[config.mk]
export PLATFORM = sky130hd
export DESIGN_NAME = tsm_front
export DESIGN_NICKNAME = d
export VERILOG_FILES = /design/src/sv/tsm_pkg.sv /design/src/sv/tsm_front.sv
export SDC_FILE = /design/constraint.sdc
export NUM_CORES = 2
export LEC_CHECK = 0
export ABC_AREA = 1
export BUFFER_PORTS_ARGS = -buffer_cell sky130_fd_sc_hd__clkbuf_2
export CORE_MARGIN = 2
export CORE_UTILIZATION = 40
export CTS_CLUSTER_SIZE = 24
export DETAILED_ROUTE_END_ITERATION = 6
export PLACE_DENSITY = 0.54
export SLEW_MARGIN = 25
export SYNTH_ARGS = -nofsm -noshare
export SYNTH_HDL_FRONTEND = slang
export SYNTH_SLANG_ARGS = --single-unit
[constraint.sdc]
create_clock -name clk -period 6.7 [get_ports clk]
set_input_delay 0.335 -clock clk [delete_from_list [all_inputs] [get_ports clk]]
set_output_delay 0.335 -clock clk [all_outputs]
set_load 0.03 [all_outputs]
[src/sv/tsm_pkg.sv]
// Shared constants, types and arithmetic helpers of the texture sampler.
package tsm_pkg;

    localparam int MAX_DIM     = 128;
    localparam int MAX_LEVELS  = 7;
    localparam int STORE_DEPTH = 32768;
    localparam int LEVEL_SLOTS = MAX_LEVELS + 1;

    localparam int DIM_W      = 8;
    localparam int LVL_W      = 3;
    localparam int FADDR_W    = 16;
    localparam int CH_W       = 16;
    localparam int TEXEL_W    = 3 * CH_W;
    localparam int COORD_W    = 18;
    localparam int UNIT_W     = 17;
    localparam int LOD_W      = 13;
    localparam int POS_W      = 7;
    localparam int WGT_W      = 16;
    localparam int FRAC_W     = 8;
    localparam int PROD_W     = DIM_W + UNIT_W;
    localparam int FL_W       = PROD_W - WGT_W;
    localparam int ROW_W      = POS_W + DIM_W;
    localparam int NUM_TAPS   = 8;
    localparam int CFG_IDX_W  = 2;
    localparam int CFG_DATA_W = 8;
    localparam int HALF_TEXEL = 32768;
    localparam int UNIT_ONE   = 65536;

    localparam logic [CFG_IDX_W-1:0] REG_SAMPLER_MODE = 2'd0;
    localparam logic [CFG_IDX_W-1:0] REG_BASE_WIDTH   = 2'd1;
    localparam logic [CFG_IDX_W-1:0] REG_BASE_HEIGHT  = 2'd2;

    localparam logic [1:0] SMODE_NEAREST = 2'd0;

    typedef logic [DIM_W-1:0] dim_t;

    typedef struct packed {
        logic [1:0] sampler_mode;
        dim_t       width;
        dim_t       height;
    } cfg_t;

    typedef struct packed {
        logic                         empty;
        logic [LVL_W-1:0]             top;
        logic [LEVEL_SLOTS-1:0][DIM_W-1:0] lw;
        logic [LEVEL_SLOTS-1:0][DIM_W-1:0] lh;
    } lvl_t;

    typedef logic [LEVEL_SLOTS-1:0][FADDR_W-1:0] base_t;

    typedef struct packed {
        logic [POS_W-1:0] i0;
        logic [POS_W-1:0] i1;
        logic [WGT_W-1:0] w;
    } axis_t;

    typedef struct packed {
        logic                        valid;
        logic                        empty;
        logic [FRAC_W-1:0]           f;
        logic [1:0][WGT_W-1:0]       wx;
        logic [1:0][WGT_W-1:0]       wy;
        logic [NUM_TAPS-1:0]         hit;
    } tap_t;

    // Blend two channels with a Q0.16 weight, round to nearest.
    function automatic logic [CH_W-1:0] lerp16(input logic [CH_W-1:0] p,
                                               input logic [CH_W-1:0] q,
                                               input logic [WGT_W-1:0] w);
        logic signed [CH_W:0]          d;
        logic signed [CH_W+WGT_W+1:0]  s;
        logic signed [CH_W+WGT_W+1:0]  r;
        d = $signed({1'b0, q}) - $signed({1'b0, p});
        s = d * $signed({1'b0, w}) + $signed((CH_W+WGT_W+2)'(HALF_TEXEL));
        r = (s >>> WGT_W) + $signed((CH_W+WGT_W+2)'(p));
        return r[CH_W-1:0];
    endfunction

    // Blend two channels with an 8-bit fraction, round to nearest.
    function automatic logic [CH_W-1:0] lerp8(input logic [CH_W-1:0] p,
                                              input logic [CH_W-1:0] q,
                                              input logic [FRAC_W-1:0] f);
        logic signed [CH_W:0]           d;
        logic signed [CH_W+FRAC_W+1:0]  s;
        logic signed [CH_W+FRAC_W+1:0]  r;
        d = $signed({1'b0, q}) - $signed({1'b0, p});
        s = d * $signed({1'b0, f}) + $signed((CH_W+FRAC_W+2)'(128));
        r = (s >>> FRAC_W) + $signed((CH_W+FRAC_W+2)'(p));
        return r[CH_W-1:0];
    endfunction

    // Turn dim * coord into two neighbor indices and a weight.
    function automatic axis_t axis_pos(input logic [DIM_W-1:0] dim,
                                       input logic [PROD_W-1:0] prod,
                                       input logic nearest);
        axis_t             r;
        logic [PROD_W-1:0] x;
        logic [FL_W-1:0]   fl;
        logic [FL_W-1:0]   lim;
        r   = '0;
        lim = FL_W'(dim) - FL_W'(1);
        x   = prod - PROD_W'(HALF_TEXEL);
        fl  = x[PROD_W-1:WGT_W];
        if (nearest) begin
            fl = prod[PROD_W-1:WGT_W];
            if (fl > lim) fl = lim;
            r.i0 = POS_W'(fl);
            r.i1 = POS_W'(fl);
        end else if (prod >= PROD_W'(HALF_TEXEL)) begin
            if (fl >= lim) begin
                r.i0 = POS_W'(lim);
                r.i1 = POS_W'(lim);
            end else begin
                r.i0 = POS_W'(fl);
                r.i1 = POS_W'(fl + FL_W'(1));
                r.w  = x[WGT_W-1:0];
            end
        end
        return r;
    endfunction

endpackage

[src/sv/tsm_front.sv]
// Front pipeline: level select, axis setup, texel addresses and store writes.
module tsm_front #(
    parameter int STORE_DEPTH = tsm_pkg::STORE_DEPTH,
    localparam int AW = (STORE_DEPTH > 1) ? $clog2(STORE_DEPTH) : 1
) (
    input  logic                                   clk,
    input  logic                                   rst_n,
    input  logic                                   advance,
    input  logic                                   in_valid,
    input  logic                                   mode,
    input  logic signed [tsm_pkg::COORD_W-1:0]     coord_u,
    input  logic signed [tsm_pkg::COORD_W-1:0]     coord_v,
    input  logic signed [tsm_pkg::LOD_W-1:0]       detail_level,
    input  logic [tsm_pkg::LVL_W-1:0]              load_level,
    input  logic [tsm_pkg::POS_W-1:0]              load_x,
    input  logic [tsm_pkg::POS_W-1:0]              load_y,
    input  logic [tsm_pkg::CH_W-1:0]               in_red,
    input  logic [tsm_pkg::CH_W-1:0]               in_green,
    input  logic [tsm_pkg::CH_W-1:0]               in_blue,
    input  tsm_pkg::cfg_t                          cfg,
    input  tsm_pkg::lvl_t                          lvl,
    input  tsm_pkg::base_t                         base,
    output logic [tsm_pkg::NUM_TAPS-1:0][AW-1:0]   rd_addr,
    output logic                                   wr_en,
    output logic [AW-1:0]                          wr_addr,
    output logic [tsm_pkg::TEXEL_W-1:0]            wr_data,
    output tsm_pkg::tap_t                          tap
);

    // Stage 1: input register
    logic                              s1_valid_reg;
    logic                              s1_load_reg;
    logic signed [tsm_pkg::COORD_W-1:0] s1_u_reg, s1_v_reg;
    logic signed [tsm_pkg::LOD_W-1:0]  s1_lod_reg;
    logic [tsm_pkg::LVL_W-1:0]         s1_lvl_reg;
    logic [tsm_pkg::POS_W-1:0]         s1_x_reg, s1_y_reg;
    logic [tsm_pkg::TEXEL_W-1:0]       s1_rgb_reg;

    // Stage 2: levels and coordinate products
    logic                              s2_valid_reg, s2_load_reg, s2_ok_reg;
    logic                              s2_near_reg, s2_empty_reg;
    logic [tsm_pkg::LVL_W-1:0]         s2_ka_reg, s2_kb_reg;
    logic [tsm_pkg::FRAC_W-1:0]        s2_f_reg;
    logic [1:0][tsm_pkg::PROD_W-1:0]   s2_px_reg, s2_py_reg;
    logic [1:0][tsm_pkg::DIM_W-1:0]    s2_w_reg, s2_h_reg;
    logic [tsm_pkg::POS_W-1:0]         s2_x_reg, s2_y_reg;
    logic [tsm_pkg::TEXEL_W-1:0]       s2_rgb_reg;

    // Stage 3: axis indices and weights
    logic                              s3_valid_reg, s3_load_reg, s3_ok_reg, s3_empty_reg;
    logic [tsm_pkg::LVL_W-1:0]         s3_ka_reg, s3_kb_reg;
    logic [tsm_pkg::FRAC_W-1:0]        s3_f_reg;
    tsm_pkg::axis_t [1:0]              s3_ax_reg, s3_ay_reg;
    logic [1:0][tsm_pkg::DIM_W-1:0]    s3_w_reg;
    logic [tsm_pkg::TEXEL_W-1:0]       s3_rgb_reg;

    // Stage 4: row offsets and level bases
    logic                              s4_valid_reg, s4_load_reg, s4_ok_reg, s4_empty_reg;
    logic [tsm_pkg::FRAC_W-1:0]        s4_f_reg;
    logic [1:0][1:0][tsm_pkg::ROW_W-1:0] s4_row_reg;
    logic [1:0][tsm_pkg::FADDR_W-1:0]  s4_base_reg;
    tsm_pkg::axis_t [1:0]              s4_ax_reg;
    logic [1:0][tsm_pkg::WGT_W-1:0]    s4_wy_reg;
    logic [tsm_pkg::TEXEL_W-1:0]       s4_rgb_reg;

    // Stage 5: aligned with RAM read data
    logic                              s5_valid_reg, s5_empty_reg;
    logic [tsm_pkg::FRAC_W-1:0]        s5_f_reg;
    logic [1:0][tsm_pkg::WGT_W-1:0]    s5_wx_reg, s5_wy_reg;
    logic [tsm_pkg::NUM_TAPS-1:0]      s5_hit_reg;

    // Stage 2 logic
    logic [tsm_pkg::UNIT_W-1:0]        u_clamp, v_clamp;
    logic [tsm_pkg::LVL_W-1:0]         ka, kb;
    logic [tsm_pkg::FRAC_W-1:0]        f_sel;
    logic [3:0]                        d1;
    logic                              load_ok;
    logic                              near_sel;

    always_comb
    begin
        u_clamp = s1_u_reg[tsm_pkg::UNIT_W-1:0];
        if (s1_u_reg[tsm_pkg::COORD_W-1])
            u_clamp = '0;
        else if (s1_u_reg[tsm_pkg::UNIT_W-1:0] > tsm_pkg::UNIT_W'(tsm_pkg::UNIT_ONE))
            u_clamp = tsm_pkg::UNIT_W'(tsm_pkg::UNIT_ONE);
        v_clamp = s1_v_reg[tsm_pkg::UNIT_W-1:0];
        if (s1_v_reg[tsm_pkg::COORD_W-1])
            v_clamp = '0;
        else if (s1_v_reg[tsm_pkg::UNIT_W-1:0] > tsm_pkg::UNIT_W'(tsm_pkg::UNIT_ONE))
            v_clamp = tsm_pkg::UNIT_W'(tsm_pkg::UNIT_ONE);

        near_sel = (cfg.sampler_mode == tsm_pkg::SMODE_NEAREST) && !s1_load_reg;
        d1       = s1_lod_reg[11:8];
        ka       = '0;
        kb       = '0;
        f_sel    = '0;
        if (s1_load_reg)
        begin
            ka = s1_lvl_reg;
            kb = s1_lvl_reg;
        end
        else if (cfg.sampler_mode[1] && !s1_lod_reg[tsm_pkg::LOD_W-1])
        begin
            if (d1 >= {1'b0, lvl.top})
            begin
                ka = lvl.top;
                kb = lvl.top;
            end
            else
            begin
                ka    = d1[tsm_pkg::LVL_W-1:0];
                kb    = d1[tsm_pkg::LVL_W-1:0] + tsm_pkg::LVL_W'(1);
                f_sel = s1_lod_reg[tsm_pkg::FRAC_W-1:0];
            end
        end

        load_ok = !lvl.empty && (s1_lvl_reg <= lvl.top)
                  && ({1'b0, s1_x_reg} < lvl.lw[s1_lvl_reg])
                  && ({1'b0, s1_y_reg} < lvl.lh[s1_lvl_reg]);
    end

    // Stage 3 logic
    tsm_pkg::axis_t [1:0] ax, ay;

    always_comb
    begin
        for (int l = 0; l < 2; l++)
        begin
            ax[l] = tsm_pkg::axis_pos(s2_w_reg[l], s2_px_reg[l], s2_near_reg);
            ay[l] = tsm_pkg::axis_pos(s2_h_reg[l], s2_py_reg[l], s2_near_reg);
        end
        if (s2_load_reg)
        begin
            ax[0].i0 = s2_x_reg;
            ay[0].i0 = s2_y_reg;
        end
    end

    // Stage 5 logic: texel addresses
    logic [tsm_pkg::NUM_TAPS-1:0][tsm_pkg::FADDR_W-1:0] addr;
    logic [tsm_pkg::NUM_TAPS-1:0]                       hit;

    always_comb
    begin
        for (int l = 0; l < 2; l++)
        begin
            for (int r = 0; r < 2; r++)
            begin
                addr[4*l+2*r]   = s4_base_reg[l] + tsm_pkg::FADDR_W'(s4_row_reg[l][r])
                                  + tsm_pkg::FADDR_W'(s4_ax_reg[l].i0);
                addr[4*l+2*r+1] = s4_base_reg[l] + tsm_pkg::FADDR_W'(s4_row_reg[l][r])
                                  + tsm_pkg::FADDR_W'(s4_ax_reg[l].i1);
            end
        end
        for (int t = 0; t < tsm_pkg::NUM_TAPS; t++)
        begin
            hit[t]     = 33'(addr[t]) < 33'(STORE_DEPTH);
            rd_addr[t] = AW'(addr[t]);
        end
    end

    assign wr_en   = advance && s4_valid_reg && s4_load_reg && s4_ok_reg && hit[0];
    assign wr_addr = rd_addr[0];
    assign wr_data = s4_rgb_reg;

    // Pack the stage 5 fields for the filter
    always_comb
    begin
        tap.valid = s5_valid_reg;
        tap.empty = s5_empty_reg;
        tap.f     = s5_f_reg;
        tap.wx    = s5_wx_reg;
        tap.wy    = s5_wy_reg;
        tap.hit   = s5_hit_reg;
    end

    // Advance valid bits
    always_ff @(posedge clk or negedge rst_n)
    begin
        if (!rst_n)
        begin
            s1_valid_reg <= 1'b0;
            s2_valid_reg <= 1'b0;
            s3_valid_reg <= 1'b0;
            s4_valid_reg <= 1'b0;
            s5_valid_reg <= 1'b0;
        end
        else if (advance)
        begin
            s1_valid_reg <= in_valid;
            s2_valid_reg <= s1_valid_reg;
            s3_valid_reg <= s2_valid_reg;
            s4_valid_reg <= s3_valid_reg;
            s5_valid_reg <= s4_valid_reg && !s4_load_reg;
        end
    end

    // Advance payload, hold on stall
    always_ff @(posedge clk)
    begin
        if (advance)
        begin
            s1_load_reg <= mode;
            s1_u_reg    <= coord_u;
            s1_v_reg    <= coord_v;
            s1_lod_reg  <= detail_level;
            s1_lvl_reg  <= load_level;
            s1_x_reg    <= load_x;
            s1_y_reg    <= load_y;
            s1_rgb_reg  <= {in_blue, in_green, in_red};

            s2_load_reg  <= s1_load_reg;
            s2_ok_reg    <= load_ok;
            s2_near_reg  <= near_sel;
            s2_empty_reg <= lvl.empty;
            s2_ka_reg    <= ka;
            s2_kb_reg    <= kb;
            s2_f_reg     <= f_sel;
            s2_w_reg[0]  <= lvl.lw[ka];
            s2_w_reg[1]  <= lvl.lw[kb];
            s2_h_reg[0]  <= lvl.lh[ka];
            s2_h_reg[1]  <= lvl.lh[kb];
            s2_px_reg[0] <= tsm_pkg::PROD_W'(lvl.lw[ka]) * tsm_pkg::PROD_W'(u_clamp);
            s2_px_reg[1] <= tsm_pkg::PROD_W'(lvl.lw[kb]) * tsm_pkg::PROD_W'(u_clamp);
            s2_py_reg[0] <= tsm_pkg::PROD_W'(lvl.lh[ka]) * tsm_pkg::PROD_W'(v_clamp);
            s2_py_reg[1] <= tsm_pkg::PROD_W'(lvl.lh[kb]) * tsm_pkg::PROD_W'(v_clamp);
            s2_x_reg     <= s1_x_reg;
            s2_y_reg     <= s1_y_reg;
            s2_rgb_reg   <= s1_rgb_reg;

            s3_load_reg  <= s2_load_reg;
            s3_ok_reg    <= s2_ok_reg;
            s3_empty_reg <= s2_empty_reg;
            s3_ka_reg    <= s2_ka_reg;
            s3_kb_reg    <= s2_kb_reg;
            s3_f_reg     <= s2_f_reg;
            s3_ax_reg    <= ax;
            s3_ay_reg    <= ay;
            s3_w_reg     <= s2_w_reg;
            s3_rgb_reg   <= s2_rgb_reg;

            s4_load_reg  <= s3_load_reg;
            s4_ok_reg    <= s3_ok_reg;
            s4_empty_reg <= s3_empty_reg;
            s4_f_reg     <= s3_f_reg;
            for (int l = 0; l < 2; l++)
            begin
                s4_row_reg[l][0] <= tsm_pkg::ROW_W'(s3_ay_reg[l].i0)
                                    * tsm_pkg::ROW_W'(s3_w_reg[l]);
                s4_row_reg[l][1] <= tsm_pkg::ROW_W'(s3_ay_reg[l].i1)
                                    * tsm_pkg::ROW_W'(s3_w_reg[l]);
                s4_wy_reg[l]     <= s3_ay_reg[l].w;
            end
            s4_base_reg[0] <= base[s3_ka_reg];
            s4_base_reg[1] <= base[s3_kb_reg];
            s4_ax_reg      <= s3_ax_reg;
            s4_rgb_reg     <= s3_rgb_reg;

            s5_empty_reg <= s4_empty_reg;
            s5_f_reg     <= s4_f_reg;
            s5_wx_reg[0] <= s4_ax_reg[0].w;
            s5_wx_reg[1] <= s4_ax_reg[1].w;
            s5_wy_reg    <= s4_wy_reg;
            s5_hit_reg   <= hit;
        end
    end

endmodule

== After elaboration in Yosys (flattened, before gate mapping) ==
Cells that the tools add are included.
Word-level totals
  output and inout bits: 266
  bits in registers: 857
Cells by class
  reduce and logical (&&, ||, !) cells: 20
  bitwise logic cells: 5
  add/subtract/negate cells: 25
  multiplexer cells: 48
  multiply operators: 8
  magnitude comparators: 31
Operators with widths (count)
  binary-select mux 8 bit (select 3 bit): 6
  adder 16 x 7 -> 16 bit: 8
  less-than comparator 16 bit, second input constant: 8
  2-to-1 mux 30 bit: 4
  2-to-1 mux 14 bit: 8
  greater-or-equal comparator 25 x 16 -> 1 bit, second input constant: 4
  multiplier 8 x 17 -> 25 bit: 4
  subtractor 25 x 16 -> 25 bit, second input constant: 4
  binary-select mux 16 bit (select 3 bit): 2
  2-to-1 mux 16 bit: 6
  2-to-1 mux 17 bit: 4
  adder 16 x 15 -> 16 bit: 4
  multiplier 7 x 8 -> 15 bit: 4
  2-to-1 mux 8 bit: 6
  2-to-1 mux 7 bit: 6
  greater-or-equal comparator 9 bit: 4
  greater-than comparator 9 bit: 4
  subtractor 8 x 1 -> 9 bit, second input constant: 4
  greater-than comparator 17 bit, second input constant: 2
  adder 7 x 1 -> 7 bit, second input constant: 4
  less-than comparator 3 x 4 -> 1 bit, second input constant: 5
  2-to-1 mux 3 bit: 6
  less-than comparator 7 x 8 -> 1 bit: 2
  OR reduction 3 bit: 5
  7 further kinds: 23

== Depth between registers and ports, before layout ==
  depth after elaboration: 7
  gate-level depth with buffers: 40
  depth with buffers taken out: 37

== Worst setup path after synthesis ==
Ideal clock, no wire load.
  path kind: register -> register
  start point: reg s1_lod_reg[9] (netlist name)
  end point: reg s2_px_reg[44] (netlist name), data pin
  arrival time: 5.538 ns
  required time: 6.435 ns
  slack: 0.897 ns
  buffers on the path: 3
  cell stages (with the launch flop): 37
  path through: edfxtp_1 ha_1 nand2_1 inv_1 nand2_1 nand3_2 nand2_1 nand2_1 nand2_2 nand2_1 buf_4 buf_4 nand2_1 nand3_1 nand2_1 nand2_1 nand2_2 buf_4 nor2_1 fa_1 inv_1 fa_1 inv_1 fa_1 inv_1 fa_1 inv_1 ha_1 nand2_1 inv_1 a21oi_1 inv_1 nand2_1 nand2_1 a21oi_1 o21ai_0 xor2_1
Between the ends
  word-level cells in the longest chain between the ends: 7
  elaborated cells on any way between the ends: 8
RTL lines
  start: declaration: RTL line tsm_front.sv:34  | logic signed [tsm_pkg::LOD_W-1:0] s1_lod_reg;
  start signal: assignment: RTL line tsm_front.sv:207  | s1_lod_reg <= detail_level;
  greater-or-equal comparator 4 x 3 -> 1 bit / adder 3 x 1 -> 3 bit (equally long branches): RTL line tsm_front.sv:105, tsm_front.sv:113
  2-to-1 mux 3 bit *: RTL line tsm_front.sv:105  | if (d1 >= {1'b0, lvl.top})
  2-to-1 mux 3 bit *: RTL line tsm_front.sv:103  | else if (cfg.sampler_mode[1] && !s1_lod_reg[tsm_pkg::LOD_W-1])
  2-to-1 mux 3 bit *: RTL line tsm_front.sv:98  | if (s1_load_reg)
  binary-select mux 8 bit (select 3 bit) *: RTL line tsm_front.sv:225  | s2_px_reg[1] <= tsm_pkg::PROD_W'(lvl.lw[kb]) * tsm_pkg::PROD_W'(u_clamp);
  2-to-1 mux 8 bit (implied by the code) *: RTL line tsm_front.sv:225
  multiplier 8 x 17 -> 25 bit *: RTL line tsm_front.sv:225
  end: declaration: RTL line tsm_front.sv:44  | logic [1:0][tsm_pkg::PROD_W-1:0] s2_px_reg, s2_py_reg;
Mark *: on every way between the ends. The rest lies on a longest branch, timed or not. The select of a mux whose other input is x is not followed.
A chain may end at the register's enable or synchronous reset.

== Final worst setup path ==
  start point: reg s1_lod_reg[9] (netlist name)
  end point: reg s2_py_reg[20] (netlist name), data pin
Between the ends
  word-level cells in the longest chain between the ends: 7
RTL lines
  greater-or-equal comparator 4 x 3 -> 1 bit: RTL line tsm_front.sv:105
  2-to-1 mux 3 bit *: RTL line tsm_front.sv:105
  2-to-1 mux 3 bit *: RTL line tsm_front.sv:103
  2-to-1 mux 3 bit *: RTL line tsm_front.sv:98
  binary-select mux 8 bit (select 3 bit) *: RTL line tsm_front.sv:226  | s2_py_reg[0] <= tsm_pkg::PROD_W'(lvl.lh[ka]) * tsm_pkg::PROD_W'(v_clamp);
  2-to-1 mux 8 bit (implied by the code) *: RTL line tsm_front.sv:226
  multiplier 8 x 17 -> 25 bit *: RTL line tsm_front.sv:226
  end: declaration: RTL line tsm_front.sv:44
Marked as above.

==> results.json <==
{
  "ys_async_sr_fraction": 0.00583,
  "maxCapViolCount": 0,
  "hold_viol": 0,
  "synth_top_cell_by_area": "edfxtp_1",
  "cts.sinks": 857,
  "grt_pass1_vias": 55500,
  "gp_congestion": 0.930,
  "yosysTopAreaCellShare": 0.372,
  "syn_avg_cell_area_um2": 8.90,
  "instances_no_fill": 10900,
  "placed_cells": 10500,
  "pin_count": 663,
  "via_per_inst": 5.14,
  "cpLargestDelayFamily": "adder cells",
  "final_common_cell": "nand2_1",
  "die_w_um": 419,
  "synthesis.nets": 9153,
  "final_area_mm2": 0.0799,
  "reg2reg_slack_ns": 0.37,
  "placed_area_mm2": 0.0749,
  "clk_path_buf_depth": 3,
  "drc_errors": 0,
  "die_h_um": 419,
  "grt_pass1_wl_um": 325000,
  "grt_usage": 0.241,
  "gr-usage-met1": 0.318,
  "p_clk_frac": 0.153,
  "yosysWarnings": 0,
  "clk_latency_ns": 0.75,
  "final_cell_mix": "nand2_1 (1479), inv_1 (1154), nor2_1 (909)",
  "finalMaxSlewViolations": 0,
  "crit_path_frequent_cell": "nand2_1",
  "end_kind": "register",
  "numPortBuffers": 646,
  "crit_type": "reg2reg",
  "met2_usage": 0.395,
  "crit_slowest_cell": "fa_1",
  "synth-edff-count": 852,
  "cp_max_fo": 20,
  "antenna_left": 0,
  "syn-cell-area_mm2": 0.0689,
  "status": "finished, final reports clean",
  "pwr-share-comb": 0.619,
  "netlist-cell-type-count": 51,
  "cp_slowest_stage_delay_ns": 0.61,
  "grt_max_degree": 169,
  "synth.yosys.seq_area_share": 0.373,
  "post-route-period-util": 0.945,
  "share_seq_of_total_power": 0.228,
  "skew_ns": 0.0506,
  "grt_use_met3": 0.0409,
  "max_clock_freq_ghz": 0.158,
  "post-dp-hpwl_um": 168000,
  "overflow": 0,
  "synthTopCellsByArea": "edfxtp_1 (37%), fa_1 (14%), ha_1 (9.6%), nand2_1 (8.1%), inv_1 (6.3%)",
  "area_growth_pct": 16.0,
  "start_util": 0.402,
  "dr_total_vias": 55800,
  "swShare": 0.501,
  "powerDensity_mw_per_mm2": 452,
  "worstPathRequired_ns": 7.19,
  "worstMarginPinSlew_ns": 1.07,
  "ys_ff_latch": 857,
  "cts_tree": "done",
  "h-tree-depth": 3,
  "finalSetupViolations": 0,
  "drive_above_1_share": 0.123,
  "crit_arrival_ns": 6.82,
  "largest_reg_flops": 64,
  "nets": 9879,
  "synth_flop_cell": "edfxtp_1",
  "antenna_found_initial": 19,
  "slew_headroom": 0.285,
  "cts_buffers": 99,
  "dieArea_mm2": 0.175,
  "wl_per_cell_um": 19.6,
  "fp-row-count": 152,
  "grt.busiest_layer": "met2",
  "wl_um": 213000,
  "post-route-min-period_ns": 6.33,
  "path_buf_inv": 4,
  "cts_root_buf": "clkbuf_16",
  "p_int_uw": 18000,
  "hold_path.class": "in2reg",
  "drtIter0Drc": 4237,
  "p_switching_uw": 18100,
  "clk_pin_slew_worst_paths_ns": 0.06,
  "grt_setup_unrepaired": "true",
  "p_leak_uw": 0.0384,
  "max-vdd-ir-drop_mv": 0.654,
  "core_area_mm2": 0.171,
  "drtPass1Iterations": 6,
  "cp-start-kind": "register",
  "netlist_instances": 7737
}
worst reg2reg max path, delay by kind of cell (launching register included):
kind	cells	cell delay (ns)
adder cells (fa/ha/maj)	6	2.88
AND/OR/NAND/NOR	15	1.74
AO/OA/AOI/OAI	3	0.57
flip-flops	1	0.43
buffers and inverters	4	0.35
XOR/XNOR	1	0.09
final cells by class:
cell class	instances	area [µm²]
multi-input combinational	5437	37800
clock buffer	112	2530
tap	2310	2890
antenna	13	32.5
fill	16600	91500
timing repair buffer	911	5780
inverter	1157	4340
clock inverter	72	842
sequential	857	25700
cells by family after synthesis:
kind of cell	Yosys count	share of synthesized area
buf+inv	1444	0.0836
simple gates	3198	0.192
xor+xnor	305	0.0389
compound gates	914	0.0738
flops	857	0.373
fa+ha+maj	1019	0.238
path summary, 6_finish.rpt:
path / start / to / depth (start not counted)
max in group asynchronous: rst_n / s2_valid_reg / 3
min in group asynchronous: rst_n / s3_valid_reg / 3
setup / recovery: s1_lod_reg[9] / s2_py_reg[20] / 29
setup reg to reg: s1_lod_reg[9] / s2_py_reg[20] / 29
hold reg to reg: s3_ay_reg[39] / s4_wy_reg[25] / 0
hold / removal: base[5] / s4_base_reg[21] / 3
layer usage:
metal / share of wire / wire length, µm / up-vias
met4: 0.038 / 8120 / 12
met1: 0.43 / 91800 / 26800
li1: - / - / 26800
met2: 0.46 / 99100 / 1871
met5: 0.00032 / 69 / -
met3: 0.067 / 14400 / 369
cell usage after synthesis (5+ instances only):
| cell type | count |
|---|---|
| nor3_1 | 77 |
| xnor2_1 | 75 |
| and2_1 | 6 |
| ha_1 | 531 |
| nand2_2 | 30 |
| nand4_1 | 68 |
| edfxtp_1 | 852 |
| buf_6 | 8 |
| xor2_1 | 229 |
| dfrtp_1 | 5 |
| nor2_1 | 923 |
| a21o_1 | 24 |
| a211oi_1 | 11 |
| a21boi_0 | 7 |
| clkbuf_1 | 160 |
| o21a_1 | 11 |
| a21oi_1 | 349 |
| o21ai_0 | 342 |
| buf_1 | 7 |
| nor4_1 | 14 |
| buf_2 | 52 |
| o21bai_1 | 19 |
| nand3b_1 | 12 |
| a31oi_1 | 53 |
| nand2_1 | 1489 |
| nand3_1 | 557 |
| o221ai_1 | 13 |
| nor3b_1 | 8 |
| buf_4 | 56 |
| o211ai_1 | 54 |
| o22ai_1 | 14 |
| fa_1 | 488 |
| inv_1 | 1155 |
repair_timing:
item                                   in CTS  in global routing
setup buffers                               0                  3
endpoints found under the hold margin     123                  0
setup endpoints to repair                   0                 47
gates resized for setup                     0                 94
hold buffers                              121                  0
power by group through the flow:
stage               registers (µW)  clock network, µW  logic [µW]
floorplan                     7990                  0       16100
global placement              8330                  0       22000
detailed placement            8340                  0       22100
CTS                           8240               5730       22300
global route                  8330               5920       25000
finish                        8230               5540       22400
per-stage QoR:
step	hold WS [ns]	setup TNS (ns)	power (µW)	utilization	worst slack [ns]
after floorplan	0.0394	0	24100	-	0.897
after global placement	0.155	0	30300	0.437	0.148
after detailed placement	0.159	0	30500	0.437	0.141
after CTS	0.0272	0	36300	0.464	0.202
after global routing	0.0669	-0.0488	39200	0.466	-0.0370
final	0.0788	0	36100	0.466	0.368
(Power assumes the default switching activity.)
